**config.mk**
```make
export PLATFORM = sky130hd
export DESIGN_NAME = srcr_ctrl
export DESIGN_NICKNAME = d
export VERILOG_FILES = /design/src/rtl/signature_reuse_cache_replacement_top_macros.svh /design/src/rtl/srcr_pkg.sv /design/src/rtl/srcr_ctrl.sv
export SDC_FILE = /design/constraint.sdc
export NUM_CORES = 1
export LEC_CHECK = 0
export BUFFER_PORTS_ARGS = -buffer_cell sky130_fd_sc_hd__buf_2
export CAP_MARGIN = 20
export CORE_AREA = 2 2 39 41
export DETAILED_ROUTE_END_ITERATION = 8
export DIE_AREA = 0 0 41 43
export PLACE_DENSITY = 0.49
export SLEW_MARGIN = 10
export SYNTH_ARGS = -nofsm -noshare
export SYNTH_HDL_FRONTEND = slang
export SYNTH_SLANG_ARGS = --single-unit
```
**constraint.sdc**
```tcl
create_clock -name clk -period 3.3 [get_ports clk]
set_input_delay 0.165 -clock clk [delete_from_list [all_inputs] [get_ports clk]]
set_output_delay 0.165 -clock clk [all_outputs]
set_load 0.1 [all_outputs]
```
**src/rtl/signature_reuse_cache_replacement_top_macros.svh**
```systemverilog
// Assertion macros shared by the replacement engine.
`ifndef SIGNATURE_REUSE_CACHE_REPLACEMENT_TOP_MACROS_SVH
`define SIGNATURE_REUSE_CACHE_REPLACEMENT_TOP_MACROS_SVH

// Implication checked every clock outside reset.
`define SRCR_ASSERT_IMP(lbl, ante, cons, msg) \
  lbl: assert property (@(posedge clk) disable iff (!rst_n) (ante) |-> (cons)) \
    else $error(msg);

// Next-cycle implication checked every clock outside reset.
`define SRCR_ASSERT_NXT(lbl, ante, cons, msg) \
  lbl: assert property (@(posedge clk) disable iff (!rst_n) (ante) |=> (cons)) \
    else $error(msg);

`endif

```
**src/rtl/srcr_pkg.sv**
```systemverilog
package srcr_pkg;

  localparam int unsigned FuncWidth = 1;
  localparam int unsigned SetWidth  = 11;
  localparam int unsigned WayWidth  = 4;
  localparam int unsigned PcWidth   = 10;
  localparam int unsigned SigWidth  = 10;
  localparam int unsigned CtrWidth  = 3;

  localparam logic [CtrWidth-1:0] CtrMax  = 3'd7;
  localparam logic [CtrWidth-1:0] CtrInit = 3'd1;
  localparam logic [CtrWidth-1:0] CtrHot  = 3'd3;

  localparam logic FuncVictim = 1'b0;
  localparam logic FuncUpdate = 1'b1;

  typedef enum logic [2:0] {
    ST_INIT,
    ST_IDLE,
    ST_READ,
    ST_CTR,
    ST_EXEC,
    ST_RESP
  } ctrl_state_t;

  // Commands from the controller to the datapath.
  typedef struct packed {
    logic clear_en;    // write reset values at the sweep address
    logic capture;     // register the accepted beat
    logic read_en;     // read the set row
    logic ctr_rd;      // read the old and new signature counters
    logic exec_en;     // modify and write back
    logic out_load;    // load the victim into the output register
  } ctrl_cmd_t;

  // Status from the datapath to the controller.
  typedef struct packed {
    logic clear_done;
    logic is_victim;
  } dp_status_t;

endpackage

```
**src/rtl/srcr_ctrl.sv**
```systemverilog
module srcr_ctrl (
  input  logic                  clk,
  input  logic                  rst_n,
  input  logic                  in_tvalid,
  output logic                  in_tready,
  output logic                  out_tvalid,
  input  logic                  out_tready,
  input  srcr_pkg::dp_status_t  status,
  output srcr_pkg::ctrl_cmd_t   cmd
);
  import srcr_pkg::*;

  ctrl_state_t state_r, state_nxt;

  always_ff @(posedge clk) begin
    if (!rst_n) begin
      state_r <= ST_INIT;
    end else begin
      state_r <= state_nxt;
    end
  end

  always_comb begin
    state_nxt  = state_r;
    cmd        = '0;
    in_tready  = 1'b0;
    out_tvalid = 1'b0;
    unique case (state_r)
      ST_INIT: begin
        cmd.clear_en = 1'b1;
        if (status.clear_done) begin
          state_nxt = ST_IDLE;
        end
      end
      ST_IDLE: begin
        in_tready = 1'b1;
        if (in_tvalid) begin
          cmd.capture = 1'b1;
          state_nxt   = ST_READ;
        end
      end
      ST_READ: begin
        cmd.read_en = 1'b1;
        // A victim query needs no counter, so it skips the counter read.
        state_nxt   = status.is_victim ? ST_EXEC : ST_CTR;
      end
      ST_CTR: begin
        cmd.ctr_rd = 1'b1;
        state_nxt  = ST_EXEC;
      end
      ST_EXEC: begin
        cmd.exec_en  = 1'b1;
        cmd.out_load = status.is_victim;
        state_nxt    = status.is_victim ? ST_RESP : ST_IDLE;
      end
      ST_RESP: begin
        out_tvalid = 1'b1;
        if (out_tready) begin
          state_nxt = ST_IDLE;
        end
      end
      default: state_nxt = ST_INIT;
    endcase
  end

endmodule

```
==> results.py <==
metrics = {
    "timing": {
        "worstMarginPinSlew_ns": 0.485,
        "grt_setup_unrepaired": "false",
        "fmaxAchievable_mhz": 519,
        "hold_viol": 0,
        "setup_viol": 0,
        "fin_crit_sh": 0.584,
        "min_period_ns": 1.93,
        "skew_ns": 0.000530,
        "tns_ns": 0,
        "drv_slew": 0,
        "max-slew-margin-rel": 0.679,
    },
    "synthesis": {
        "yosys_warnings": 0,
        "synth.avg_cell_area_um2": 7.81,
        "syn_area_um2": 258,
        "synth_cells": 33,
        "synth_top_area_frac": 0.233,
        "synthDistinctLibCells": 21,
        "yosysSeqAreaShare": 0.233,
        "synth_seq_cells": 3,
        "synthTopCellsByCount": "and2_1 (3), dfxtp_1 (3), nand2_1 (3)",
        "synthTopCellsByArea": "dfxtp_1 (23%), and2_1 (7.3%), nor3b_1 (5.8%)",
        "synth_nets": 39,
        "synth_flop_cell": "dfxtp_1",
        "synth_area_leader_cell": "dfxtp_1",
        "ys_async_sr_fraction": 0,
        "synth_edf_count": 0,
    },
    "worst_setup_path": {
        "arrival_ns": 1.76,
        "cp_data_required_time_ns": 3.13,
        "regToRegEndpoint": "state_r[0]",
        "crit_type": "register to output port",
        "reg2reg_setup_slack_ns": 1.98,
        "cp-end-kind": "output port",
        "path_max_fanout": 11,
        "ff2ff_path_depth": 3,
        "crit_path_start_kind": "register",
        "timing.rr.start": "state_r[0]",
    },
    "die": {
        "rows": 14,
        "ios": 14,
        "die_width_um": 41,
        "initial_core_util": 0.186,
        "dieArea_um2": 1760,
        "core_region_area_um2": 1380,
        "fp.dieH_um": 43,
    },
    "run": {
        "cap_violations": 0,
    },
    "routing": {
        "vias": 270,
        "route.detailed.drc": 0,
        "drtIter0Drc": 2,
        "firstDrtPassIters": 4,
        "wl_um": 601,
        "routedWlPerCell_um": 9.54,
        "drt.antenna.violating_nets": 0,
        "viasPerCell": 4.29,
    },
    "clock_tree": {
        "cts_buffers": 3,
        "post-cts-setup-buffer-count": 0,
        "path_clk_slew_ns": 0.04,
        "clock-sinks": 3,
        "worstSkewPairLatency_ns": 0.23,
        "root_buffer": "clkbuf_4",
        "htree_levels": 1,
        "cts_hold_buf": 0,
        "cts_buffer_depth": 2,
        "cts_resized": 0,
        "cts_tree": "built",
    },
    "layout": {
        "final_nets": 54,
        "drive_gt1_frac": 0.404,
        "reg_top3": "state_r x3",
        "largest_reg_flops": 3,
        "max_flop_register": "state_r",
        "area_growth_pct": 36.9,
        "n_antenna_cell": 0,
    },
    "global_route": {
        "track_usage": 0.0873,
        "grt_pass1_wl_um": 1020,
        "grt_pass1_vias": 241,
        "grt_max_degree": 16,
        "grt-ovfl-total": 0,
        "antenna_found_initial": 0,
    },
    "place": {
        "port_buffers": 13,
        "globalplace.congestion": 0.798,
        "hpwl_um": 465,
    },
    "worst_hold_path": {
        "worstHoldPathType": "input port to register",
        "hp-start": "rst_n",
        "hold_path_depth": 3,
        "hold_end": "state_r[2]",
    },
    "status": {
        "run_status": "completed",
    },
}
## stage by stage
stage	utilization	area (µm²)	cells	worst slack, ns	hold WS (ns)
after global placement	0.236	327	59	1.62	0.438
after detailed placement	0.236	327	59	1.61	0.431
after CTS	0.255	353	63	1.36	0.181
after global routing	0.255	353	63	1.21	0.197
final	0.255	353	63	1.37	0.194
after floorplan	-	263	33	0.180	0.283
## layer usage
metal / GRT usage / up-vias / routed length, µm
met4: 0.0800 / 0 / 14
li1: - / 145 / -
met5: 0 / - / 0
met2: 0.119 / 6 / 305
met1: 0.109 / 117 / 255
met3: 0.0157 / 2 / 25
## kinds of logic after synthesis
group / share of synthesized area
and+or+nand+nor: 0.568
AOI/OAI and AO/OA: 0.0776
DFF: 0.233
buffers and inverters: 0.0825
muxes: 0.0388
## layout make-up
cell class                      count  area (µm²)
Clock buffer                        4        26.3
Fill cell                         161        1030
Multi-Input combinational cell     27         181
Sequential cell                     3        60.1
Tap cell                           16        20.0
Timing Repair Buffer               13        65.1
## worst max path at each step
stage | startpoint | end | slack, ns | depth (start not counted)
after detailed placement | state_r[0] | cmd[4] | 1.61 | 4
after CTS | state_r[0] | cmd[4] | 1.36 | 4
after floorplan | state_r[0] | cmd[4] | 0.18 | 4
final | state_r[0] | cmd[4] | 1.37 | 4
after global placement | state_r[0] | cmd[4] | 1.62 | 4
after global routing | state_r[0] | cmd[4] | 1.21 | 4
## worst max-delay path: stages, from the launching register on
cell     delay, ns
dfxtp_1       0.51
nor2b_1       0.28
nor2b_1       0.19
and2_1        0.13
buf_2         0.41
## cells in the final DEF (no fill, tap or decap)
master	n
clkbuf_1	1
nand2_1	3
nor3b_2	1
nand2b_1	1
nand3_1	2
o21ai_0	1
nor4b_1	1
clkbuf_4	3
a21oi_1	2
or4b_1	1
nor3b_1	1
o21ai_1	1
nand3b_1	1
dfxtp_1	3
nor2b_1	2
or4_4	1
nand4_2	1
mux2i_1	1
nor2_1	1
and2_1	3
buf_2	13
and3b_1	1
nor3_1	2
Power is not shown: default switching activity piles up to over one toggle a cycle in this logic, so the estimate is an artifact.
